[src/hdl/rbe_pkg.sv]
// ---------------------------------------------------------------------------
// rbe_pkg
// Types, codes and default constants for the rANS byte encoder.
// ---------------------------------------------------------------------------
package rbe_pkg;

  localparam int TABLE_LOG_DEF = 12;
  localparam int LOWER_LOG_DEF = 31;
  localparam int SYMBOLS_DEF   = 256;

  localparam int FREQ_W = 16;
  localparam int CUM_W  = 17;

  typedef enum logic [1:0] {
    MODE_LOAD   = 2'd0,
    MODE_ENCODE = 2'd1,
    MODE_FINISH = 2'd2,
    MODE_NONE   = 2'd3
  } mode_t;

  typedef enum logic [1:0] {
    ERR_NONE      = 2'd0,
    ERR_ZERO_FREQ = 2'd1,
    ERR_RANGE     = 2'd2,
    ERR_OVERFLOW  = 2'd3
  } err_t;

  typedef struct packed {
    logic [FREQ_W-1:0] freq;
    logic [CUM_W-1:0]  cum;
  } entry_t;

  typedef struct packed {
    logic busy;
    logic done;
  } div_status_t;

endpackage

[src/hdl/rbe_div.sv]
// ---------------------------------------------------------------------------
// rbe_div
// Restoring divider, 64-bit dividend by 16-bit divisor, one bit per cycle.
// ---------------------------------------------------------------------------
module rbe_div (
  input  logic                        clk,
  input  logic                        rst,
  input  logic                        start,
  input  logic [63:0]                 dividend,
  input  logic [rbe_pkg::FREQ_W-1:0]  divisor,
  output rbe_pkg::div_status_t        status,
  output logic [63:0]                 quot,
  output logic [rbe_pkg::FREQ_W-1:0]  rem
);
  import rbe_pkg::*;

  localparam int DW = 64;
  localparam int CW = $clog2(DW);

  logic [DW-1:0]     num;
  logic [FREQ_W-1:0] d;
  logic [CW-1:0]     cnt;
  logic              busy;
  logic              done;
  logic [FREQ_W:0]   trial;
  logic [FREQ_W:0]   diff;

  assign trial = {rem, num[DW-1]};
  assign diff  = trial - {1'b0, d};

  always_ff @(posedge clk) begin
    if (start) begin
      num  <= dividend;
      d    <= divisor;
      quot <= '0;
      rem  <= '0;
    end else if (busy) begin
      num <= {num[DW-2:0], 1'b0};
      if (!diff[FREQ_W]) begin
        rem  <= diff[FREQ_W-1:0];
        quot <= {quot[DW-2:0], 1'b1};
      end else begin
        rem  <= trial[FREQ_W-1:0];
        quot <= {quot[DW-2:0], 1'b0};
      end
    end
  end

  always_ff @(posedge clk) begin
    if (rst) begin
      busy <= 1'b0;
      done <= 1'b0;
      cnt  <= '0;
    end else begin
      done <= 1'b0;
      if (start) begin
        busy <= 1'b1;
        cnt  <= '0;
      end else if (busy) begin
        cnt <= cnt + 1'b1;
        if (cnt == CW'(DW - 1)) begin
          busy <= 1'b0;
          done <= 1'b1;
        end
      end
    end
  end

  assign status = '{busy: busy, done: done};

endmodule

[config.mk]
export PLATFORM = sky130hd
export DESIGN_NAME = rbe_div
export DESIGN_NICKNAME = d
export VERILOG_FILES = /design/src/hdl/rbe_pkg.sv /design/src/hdl/rbe_div.sv
export SDC_FILE = /design/constraint.sdc
export NUM_CORES = 1
export LEC_CHECK = 0
export BUFFER_PORTS_ARGS = -buffer_cell sky130_fd_sc_hd__buf_2
export CAP_MARGIN = 10
export CORE_ASPECT_RATIO = 0.8
export CORE_MARGIN = 8
export CORE_UTILIZATION = 25
export DETAILED_ROUTE_END_ITERATION = 8
export SKIP_CTS_REPAIR_TIMING = 1
export SYNTH_ARGS = -nofsm -noshare
export SYNTH_HDL_FRONTEND = slang
export SYNTH_SLANG_ARGS = --single-unit
export TNS_END_PERCENT = 100
[constraint.sdc]
create_clock -name clk -period 4.4 [get_ports clk]
set_clock_uncertainty 0.15 [all_clocks]
set_input_delay 0.66 -clock clk [delete_from_list [all_inputs] [get_ports clk]]
set_output_delay 0.66 -clock clk [all_outputs]
set_load 0.02 [all_outputs]
* Word-level counts from Yosys, hierarchy flattened
Cells that the tools add are included.
Storage, ports and cells: register bits 168, input bits 83, output and inout bits 82
Operators by class: $add $sub $neg 2, eq/ne operators 1, muxes and demuxes 8, bitwise operators 1, reduce and logical (&&, ||, !) cells 3
Operator list (count):
- $mux W64 | 2
- $sub A17 B16 Y17 | 1
- $mux W16 | 1
- $add A6 B1 Y6 const B | 1
- $eq A6 B6 Y1 const B | 1
- $mux W1 | 5
- $reduce_or A3 Y1 | 1
- $reduce_bool A2 Y1 | 1
- $reduce_or A2 Y1 | 1
- $not A1 Y1 | 1

* Depth between registers and ports, before layout
Gate-level depths: netlist (run 1).
depth in word-level cells 4, depth in mapped cells 11, gate-level depth less buffers 10

* Worst setup path after synthesis (run 1)
No wires, ideal clock.
kind input port to flip-flop, from in start, to reg num[0], enable pin, arrival 2607 ps, path slack 1225 ps, stages on the path 4, buffers on the path 2, cells stage by stage clkbuf_1 clkbuf_1 nor2_1 inv_1
Between the ends: cells in the longest elaborated chain, start to end 1
RTL lines:
- start, declared | line rbe_div.sv:8 | input logic start,
- $reduce_bool A2 Y1 (no source line)
- end signal, assigned | line rbe_div.sv:33 | num <= dividend;
- end signal, assigned | line rbe_div.sv:38 | num <= {num[DW-2:0], 1'b0};
- end, declared | line rbe_div.sv:20 | logic [DW-1:0] num;
No other way between the ends. A chain may end at the register's enable or synchronous reset.

* Worst setup path after layout (run 1)
from reg num[63], to reg rem[7] (netlist bit)
Between the ends: cells in the longest elaborated chain, start to end 2
RTL lines:
- $sub A17 B16 Y17 | line rbe_div.sv:29 | assign diff = trial - {1'b0, d};
- $mux W16 | line rbe_div.sv:39 | if (!diff[FREQ_W]) begin
- end signal, assigned | line rbe_div.sv:40 | rem <= diff[FREQ_W-1:0];
- end signal, assigned | line rbe_div.sv:43 | rem <= trial[FREQ_W-1:0];
- end, declared | line rbe_div.sv:13 | output logic [rbe_pkg::FREQ_W-1:0] rem
No other way between the ends.

==> flow_summary.ini, run 1 <==
[global_route]
grt_pass1_vias = 5015
grtUsageTotal_pct = 9.85
use_met1_pct = 12.6
use_met3_pct = 5.20
grt_pass1_wl_um = 27600
busiest_layer = met2
grt_max_degree = 77
grt_overflow = 0
antenna_found_initial = 7
gr-usage-met2_pct = 14.2

[clock_network]
clock_latency_ns = 0.43
clk_path_buf_depth = 2
cts_buffers = 17
clock-sinks = 168
cts-htree-levels = 4
clkTransAtPathRegs_ns = 0.07
cts-root-buf = clkbuf_16
cts_tree = yes

[logic_synthesis]
ys_async_sr_fraction_pct = 0
ys_ff_latch = 168
synth_warnings = 0
ys.flop_type = dfxtp_1
avgSynthCellArea_um2 = 11.9
synth_nets = 719
synth_xor_area_share_pct = 1.79
synthMuxAreaShare_pct = 18.3
yosysSeqAreaShare_pct = 56.6
postSynthCellCount = 618
synth_top_family_by_area = multiplexers
ys_types = 52
synth-simple-area-share_pct = 9.52
synth_compound_area_share_pct = 7.36
synthAdderAreaFrac_pct = 3.16
synth_enable_flop_cells = 80
netlist_area_um2 = 7360

[routing]
vias_per_cell = 4.40
routed_wl_um = 17500
drtIter0Drc = 249
drc = 0
antenna_left = 0
wire_per_inst_um = 15.1
drtPass1Iterations = 4
vias = 5107

[placement]
place_congestion = 0.826
hpwl_um = 12100
place_area_um2 = 8540
dp_slack_ns = 1.30
port_buffers = 164

[final_layout]
diodes = 0
drive_gt1_share_pct = 35.1
final_common_cell = buf_2
final_nets = 871
final_cell_mix = buf_2, nor2_1, dfxtp_1
regArea_um2 = 4170
multi_input_area_um2 = 2960
syn_to_final_growth_pct = 23.6
fin_area_um2 = 9100
fillers = 3009

[timing]
drv_slew = 0
rsz0062_at_grt = no
finalHoldViolCount = 0
worst_pin_slew_ns = 1.04
fmax_mhz = 326
timing.hold.ws_ns = 0.229
setup_violations = 0
fin_crit_ns = 3.07
relSlewSlack_pct = 30.5
finalSetupTns_ns = 0
layout_setup_ws_ns = 1.33
fin_crit_sh_pct = 69.8

[pwr]
peakVddDrop_mv = 0.240
switchingPower_uw = 941
finalPower_mw = 3.68
power_density_nw_per_um2 = 404
p_leak_nw = 3.82
swShare_pct = 25.6
comb_power_share_pct = 12.5
pwr-share-seq_pct = 48.7
clkPwrFrac_pct = 38.8
p_int_mw = 2.74

[run]
drv_cap = 0

[floorplan]
die-width_um = 208
pin_count = 165
start_util_pct = 25.2
core_area_um2 = 29100
die_area_um2 = 35200
placementRows = 56
fp.dieH_um = 169

[outcome]
outcome = finished clean

[critical_path]
worstPathRequired_ns = 4.58
crit_path_max_fanout = 13
critPathLaunchType = register
arrival_ns = 3.25
crit_type = register to register
reg2reg_slack_ns = 1.33
end_kind = register

[min_path]
hp-class = input port to register
-- cells in the mapped netlist (all sizes together) (3+ instances only) --
cell type / number / share of area (%)
o21ai: 15 / 1.1
nand4: 11 / 0.94
nand2: 24 / 1.2
mux2: 63 / 9.6
nor2b: 3 / 0.26
nand2b: 3 / 0.26
a211oi: 5 / 0.58
ha: 17 / 2.9
nor3: 4 / 0.27
a311oi: 7 / 0.92
dfxtp: 88 / 24
xor2: 13 / 1.5
o211ai: 4 / 0.48
nor2: 94 / 4.8
clkbuf: 23 / 1.2
a21oi: 21 / 1.6
edfxtp: 80 / 33
buf: 14 / 1.0
mux2i: 64 / 8.7
o311a: 7 / 0.95
inv: 20 / 1.0
nand3: 8 / 0.54
a21bo: 3 / 0.41
-- layer usage --
layer,routed length (um),part of all wire (%)
met5,95,0.54
met4,218,1.2
met3,1570,9.0
met2,7370,42
met1,8260,47
-- registers in the layout (all words and copies together), names as in the netlist --
name  flops
busy      1
cnt       6
d        16
done      1
num      64
quot     64
rem      16
-- worst max-delay path: stages, from the launching register on --
cell and delay (ns):
edfxtp_1 0.39, inv_1 0.08, ha_1 0.19, fa_1 0.21, nand2b_1 0.15, a21oi_2 0.07, o21ai_2 0.22, nor3_1 0.10
o31ai_2 0.75, buf_4 0.32, a211oi_1 0.09, a311oi_1 0.26
-- logic make-up (layout without fill, tap and decap cells) --
logic type,after synthesis,count (layout)
mux,127,127
buf+inv,57,222
compound gates,74,74
fa+ha+maj,18,18
xor+xnor,15,15
flops,168,168
simple gates,159,159
-- power groups by stage --
stage	Combinational [mW]	Clock (mW)	Sequential (mW)
floorplan	0.331	0	1.82
global placement	0.460	0	1.82
detailed placement	0.462	0	1.83
CTS	0.463	1.49	1.79
global route	0.507	1.54	1.80
finish	0.458	1.43	1.79
-- area by class of cell --
class	count	share of cell area, %
sequential	168	45.8
multi-input combinational	393	32.5
timing repair buffer	170	9.59
clock buffer	22	5.34
tap	377	5.19
inverter	20	0.825
clock inverter	10	0.743
-- stage by stage --
| stage | cells | util (%) |
|---|---|---|
| 6_report | 1160 | 31.2 |
| 5_1_grt | 1160 | 31.2 |
| 4_1_cts | 1160 | 31.2 |
| 3_5_place_dp | 1128 | 29.3 |
| 3_3_place_gp | 1128 | 29.3 |
| 2_1_floorplan | 618 | - |
-- final timing paths --
kind	startpoint	endpoint	depth (start not counted)
setup / recovery	num[63]	rem[7]	11
setup reg to reg	num[63]	rem[7]	11
hold reg to reg	quot[63]	quot[63]	2
hold / removal	rst	busy	2
(Power assumes the default switching activity.)
==> run 2: changes to the inputs <==
--- a/config.mk
+++ b/config.mk
@@ -5,6 +5,7 @@
 export SDC_FILE = /design/constraint.sdc
 export NUM_CORES = 1
 export LEC_CHECK = 0
+export ABC_AREA = 1
 export BUFFER_PORTS_ARGS = -buffer_cell sky130_fd_sc_hd__buf_2
 export CAP_MARGIN = 10
 export CORE_ASPECT_RATIO = 0.8
==> constraint.sdc (replaced) <==
create_clock -name clk -period 3 [get_ports clk]
set_clock_uncertainty 0.15 [all_clocks]
set_input_delay 0.45 -clock clk [delete_from_list [all_inputs] [get_ports clk]]
set_output_delay 0.45 -clock clk [all_outputs]
set_load 0.02 [all_outputs]
==> run 2 against run 1 <==
Against the previous run:
- sequential power up 44%
- total power is 41% higher
- utilization grew 0.28 points
- maximum frequency rose by 34%
- final cell count increased by 23%
- via count grew 15%
- largest power group unchanged
- combinational power shrank 19%
- critical endpoint is now rem[14]
- first-iteration DRC count increased by 61%
- area after synthesis rose by 0.19%
- clock-buffer cell count decreased by 5
==> flow_summary.ini, run 2 <==
[floorplan]
pin_count = 165
start_util_pct = 25.3
placementRows = 56
core_area_um2 = 29100
fp.dieH_um = 170
die_area_um2 = 35300
die-width_um = 208

[routing]
antenna_left = 0
drc = 0
drtPass1Iterations = 5
vias = 5894
vias_per_cell = 4.14
wire_per_inst_um = 13.3
routed_wl_um = 19000
drtIter0Drc = 400

[global_route]
grt_pass1_vias = 5836
grt_max_degree = 67
antenna_found_initial = 3
grt_overflow = 0
grtUsageTotal_pct = 10.7
grt_pass1_wl_um = 30400

[placement]
place_congestion = 0.838
hpwl_um = 13200
port_buffers = 164

[critical_path]
critPathLaunchType = register
arrival_ns = 2.52
r2r_end = rem[14]
worstPathRequired_ns = 3.23
reg2reg_slack_ns = 0.70
crit_type = register to register
crit_path_max_fanout = 16
rr_worst_depth = 16
r2r-start = num[63]
end_kind = register

[logic_synthesis]
ys_ff_latch = 168
yosysSeqAreaShare_pct = 56.5
yosysTopAreaCellShare_pct = 32.6
ys.flop_type = dfxtp_1
avgSynthCellArea_um2 = 8.43
ys_async_sr_fraction_pct = 0
yosysTopAreaCell = edfxtp_1
synth_warnings = 0
synthTopCellsByCount = nand2_1, inv_1, dfxtp_1, edfxtp_1, o22ai_1
synth_area_leaders = edfxtp_1, dfxtp_1, nand2_1, inv_1, o22ai_1
postSynthCellCount = 874
synth_enable_flop_cells = 80
netlist_area_um2 = 7370
ys_types = 35
yosysMostFrequentCell = nand2_1
synth_nets = 975

[clock_network]
clkTransAtPathRegs_ns = 0.07
cts-root-buf = clkbuf_16
clk_path_buf_depth = 2
cts-htree-levels = 4
cts_tree = yes
cts_buffers = 17
clock_latency_ns = 0.43
clock-sinks = 168

[pwr]
pwr-share-seq_pct = 49.4
power_density_nw_per_um2 = 567
switchingPower_mw = 1.29
p_leak_nw = 4.42
clkPwrFrac_pct = 43.5
swShare_pct = 24.8
peakVddDrop_mv = 0.383
comb_power_share_pct = 7.1
p_int_mw = 3.91

[timing]
finalHoldViolCount = 0
fin_crit_sh_pct = 76.5
relSlewSlack_pct = 55.1
fin_crit_ns = 2.30
finalSetupTns_ns = 0
timing.hold.ws_ns = 0.0457
worst_pin_slew_ns = 0.674
drv_slew = 0
rsz0062_at_grt = no
fmax_mhz = 436
setup_violations = 0

[min_path]
hp-class = input port to register
holdPathStages = 1
hold_start = divisor[11]
hold_end = d[11]

[final_layout]
drive_gt1_share_pct = 21.6
diodes = 0
final_nets = 1133
top_regs = num x64, quot x64
final_cell_mix = nand2_1, buf_2, inv_1
syn_to_final_growth_pct = 24.5
final_common_cell = nand2_1
fillers = 3088

[outcome]
outcome = finished clean

[run]
drv_cap = 0
run 2: cells by family (layout without fill, tap and decap cells):
logic type | Yosys count | count (layout) | share of synthesized area (%)
xor+xnor | 7 | 7 | 0.832
compound gates | 86 | 86 | 7.13
flops | 168 | 168 | 56.5
simple gates | 423 | 423 | 23.3
buf+inv | 172 | 343 | 9.13
fa+ha+maj | 18 | 18 | 3.16
run 2: cell type report:
class	count	area [um^2]	share of cell area, %
clock buffer	17	425	4.64
clock inverter	15	161	1.76
inverter	139	524	5.71
multi-input combinational	534	2530	27.6
sequential	168	4160	45.4
tap	377	472	5.14
timing repair buffer	172	896	9.76
run 2: power groups by stage:
stage               logic, mW  clock network (mW)  registers, mW
floorplan               0.242                   0           2.61
global placement        0.376                   0           2.62
detailed placement      0.379                   0           2.62
CTS                     0.380                2.35           2.57
finish                  0.372                2.26           2.57
global route            0.429                2.43           2.58
run 2: worst max path at each step:
stage	start	end	slack, ns	cells past startpoint
final	num[63]	rem[14]	0.70	16
after global routing	num[63]	rem[13]	0.43	16
after CTS	num[63]	rem[14]	0.67	16
after detailed placement	num[63]	rem[14]	0.68	16
after global placement	num[63]	rem[13]	0.74	16
after floorplan	start	num[0]	0.48	4
run 2: routing by layer:
metal / up-vias / global-route usage [%] / part of all wire [%]
li1: 3080 / - / -
met4: 6 / 2.77 / 1.0
met3: 21 / 4.36 / 6.3
met5: - / 0 / 0.18
met1: 2663 / 13.4 / 48
met2: 124 / 17.0 / 44
run 2: worst max-delay path, cell delays in order (launching register included):
cell      delay [ns]
edfxtp_1        0.35
inv_1           0.05
ha_1            0.21
fa_1            0.40
inv_1           0.09
nand2_1         0.05
nand2_1         0.09
nand3_2         0.09
nand2_4         0.10
nand2_4         0.06
nand2_4         0.07
nand2_2         0.07
nand2_4         0.17
nand2_1         0.12
nand2_1         0.09
nand2_1         0.04
nand2_1         0.04
run 2: through the flow:
| stage | power, mW | worst slack [ns] | cells | cell area (um^2) | util [%] |
|---|---|---|---|---|---|
| floorplan | 2.85 | 0.476 | 874 | 7380 | - |
| global placement | 2.99 | 0.743 | 1390 | 8590 | 29.5 |
| detailed placement | 3.00 | 0.677 | 1390 | 8590 | 29.5 |
| CTS | 5.30 | 0.671 | 1422 | 9180 | 31.5 |
| global route | 5.43 | 0.426 | 1422 | 9180 | 31.5 |
| finish | 5.20 | 0.705 | 1422 | 9180 | 31.5 |
==> run 3: changes to the inputs <==
--- a/config.mk
+++ b/config.mk
@@ -5,7 +5,7 @@
 export SDC_FILE = /design/constraint.sdc
 export NUM_CORES = 1
 export LEC_CHECK = 0
-export ABC_AREA = 1
+export ABC_AREA = 0
 export BUFFER_PORTS_ARGS = -buffer_cell sky130_fd_sc_hd__buf_2
 export CAP_MARGIN = 10
 export CORE_ASPECT_RATIO = 0.8
==> constraint.sdc (replaced) <==
create_clock -name clk -period 2 [get_ports clk]
set_clock_uncertainty 0.15 [all_clocks]
set_input_delay 0.3 -clock clk [delete_from_list [all_inputs] [get_ports clk]]
set_output_delay 0.3 -clock clk [all_outputs]
set_load 0.02 [all_outputs]
==> run 3 against run 2 <==
Against the previous run:
- non-clock buffer count grew 93
- clock-buffer cell count grew 1
- setup slack lost 1.2 ns
- critical path depth shrank 5
- die area shrank 0.17%
- the flow now finishes with violations (setup timing)
- hold slack lost 0.022 ns
- combinational power grew to 3.8 times the previous value
- utilization grew 3.4 points
- final cell count shrank 12%
- clock power grew 41%
==> flow_summary.ini, run 3 (synthesis results as in run 1) <==
[floorplan]
placementRows = 56
start_util_pct = 25.2
die_area_um2 = 35200
pin_count = 165
core_area_um2 = 29100
die-width_um = 208
fp.dieH_um = 169

[global_route]
grt_overflow = 0
antenna_found_initial = 4
grt_pass1_vias = 5260
grtUsageTotal_pct = 10.4
grt_max_degree = 62
grt_pass1_wl_um = 29200

[clock_network]
clkTransAtPathRegs_ns = 0.07
clock_latency_ns = 0.43
cts-htree-levels = 4
clk_path_buf_depth = 2
cts_tree = yes
clock-sinks = 168
cts_buffers = 17
cts-root-buf = clkbuf_16

[final_layout]
fin_util_pct = 34.8
final_common_cell = buf_2
top_regs = num x64, quot x64
syn_to_final_growth_pct = 38.0
diodes = 0
final_nets = 966
fin_area_um2 = 10200
final_cell_mix = buf_2, nor2_1, edfxtp_1
drive_gt1_share_pct = 42.5

[min_path]
hp-class = input port to register

[timing]
fmax_mhz = 398
relSlewSlack_pct = 59.6
fin_crit_sh_pct = 126
worst_pin_slew_ns = 0.606
drv_slew = 0
layout_setup_ws_ns = -0.515
finalHoldViolCount = 0
finalSetupTns_ns = -7.80
setup_violations = 17
rsz0062_at_grt = yes
timing.hold.ws_ns = 0.0238
fin_crit_ns = 2.51

[critical_path]
worstPathRequired_ns = 2.18
cp-endpoint = rem[12]
r2r_end = rem[12]
reg2reg_slack_ns = -0.51
critPathLaunchType = register
arrival_ns = 2.70
crit_path_max_fanout = 4
crit_type = register to register
rr_worst_depth = 11
end_kind = register
cp-startpoint = num[63]
r2r-start = num[63]

[placement]
hpwl_um = 13600
place_area_um2 = 9220
port_buffers = 164
dp_slack_ns = -0.589
place_congestion = 0.821

[outcome]
outcome = finished, violations left
violations = setup timing

[pwr]
power_density_nw_per_um2 = 837
switchingPower_mw = 2.23
p_int_mw = 6.27
clkPwrFrac_pct = 37.4
p_leak_nw = 4.32
peakVddDrop_mv = 0.549
pwr-share-seq_pct = 46.2
swShare_pct = 26.2
comb_power_share_pct = 16.5

[routing]
drtPass1Iterations = 4
antenna_left = 0
drtIter0Drc = 320
wire_per_inst_um = 15.1
vias_per_cell = 4.39
drc = 0
routed_wl_um = 18900
vias = 5507

[run]
drv_cap = 0
## run 3: cell type report
type	count	area (um^2)
repair buffers	265	1740
well taps	377	472
fillers	2928	19000
flip-flops and latches	168	4180
multi-input cells	393	3140
clock inverters	14	123
inverters	20	78.8
clock buffers	18	429
## run 3: through the flow
step                power, mW  instances
floorplan                4.80        618
global placement         5.29       1194
detailed placement       5.31       1194
CTS                      8.55       1226
global route             8.93       1255
finish                   8.51       1255
## run 3: worst min path at each step
| stage | cells after the start | start | to | slack, ns |
|---|---|---|---|---|
| after floorplan | 1 | rst | busy | 0.22 |
| after global placement | 2 | cnt[5] | cnt[5] | 0.31 |
| after detailed placement | 2 | rst | busy | 0.32 |
| after CTS | 1 | divisor[6] | d[6] | -0.15 |
| after global routing | 2 | dividend[16] | num[16] | 0.0007 |
| final | 2 | dividend[36] | num[36] | 0.02 |
## run 3: routing by layer
metal / vias up / share of wire (%) / GRT usage [%] / wire length, um
li1: 2708 / - / - / -
met1: 2620 / 47 / 13.6 / 8960
met2: 149 / 44 / 15.2 / 8320
met3: 22 / 7.3 / 5.04 / 1380
met4: 8 / 1.1 / 2.62 / 206
met5: - / 0.20 / 0 / 38
## run 3: critical path, cell delays in order (launching register included)
cell      delay, ns
edfxtp_1       0.40
inv_2          0.08
ha_4           0.13
fa_2           0.19
nand2b_4       0.14
a21oi_4        0.07
o21ai_4        0.19
nor3_4         0.07
or4_4          0.46
buf_6          0.15
a21bo_1        0.16
a311oi_1       0.24
## run 3: power by group through the flow
stage	registers, mW	logic [mW]	clock network (mW)
floorplan	4.02	0.780	0
global placement	4.00	1.29	0
detailed placement	4.00	1.30	0
CTS	3.93	1.31	3.31
global route	3.95	1.53	3.45
finish	3.93	1.40	3.18
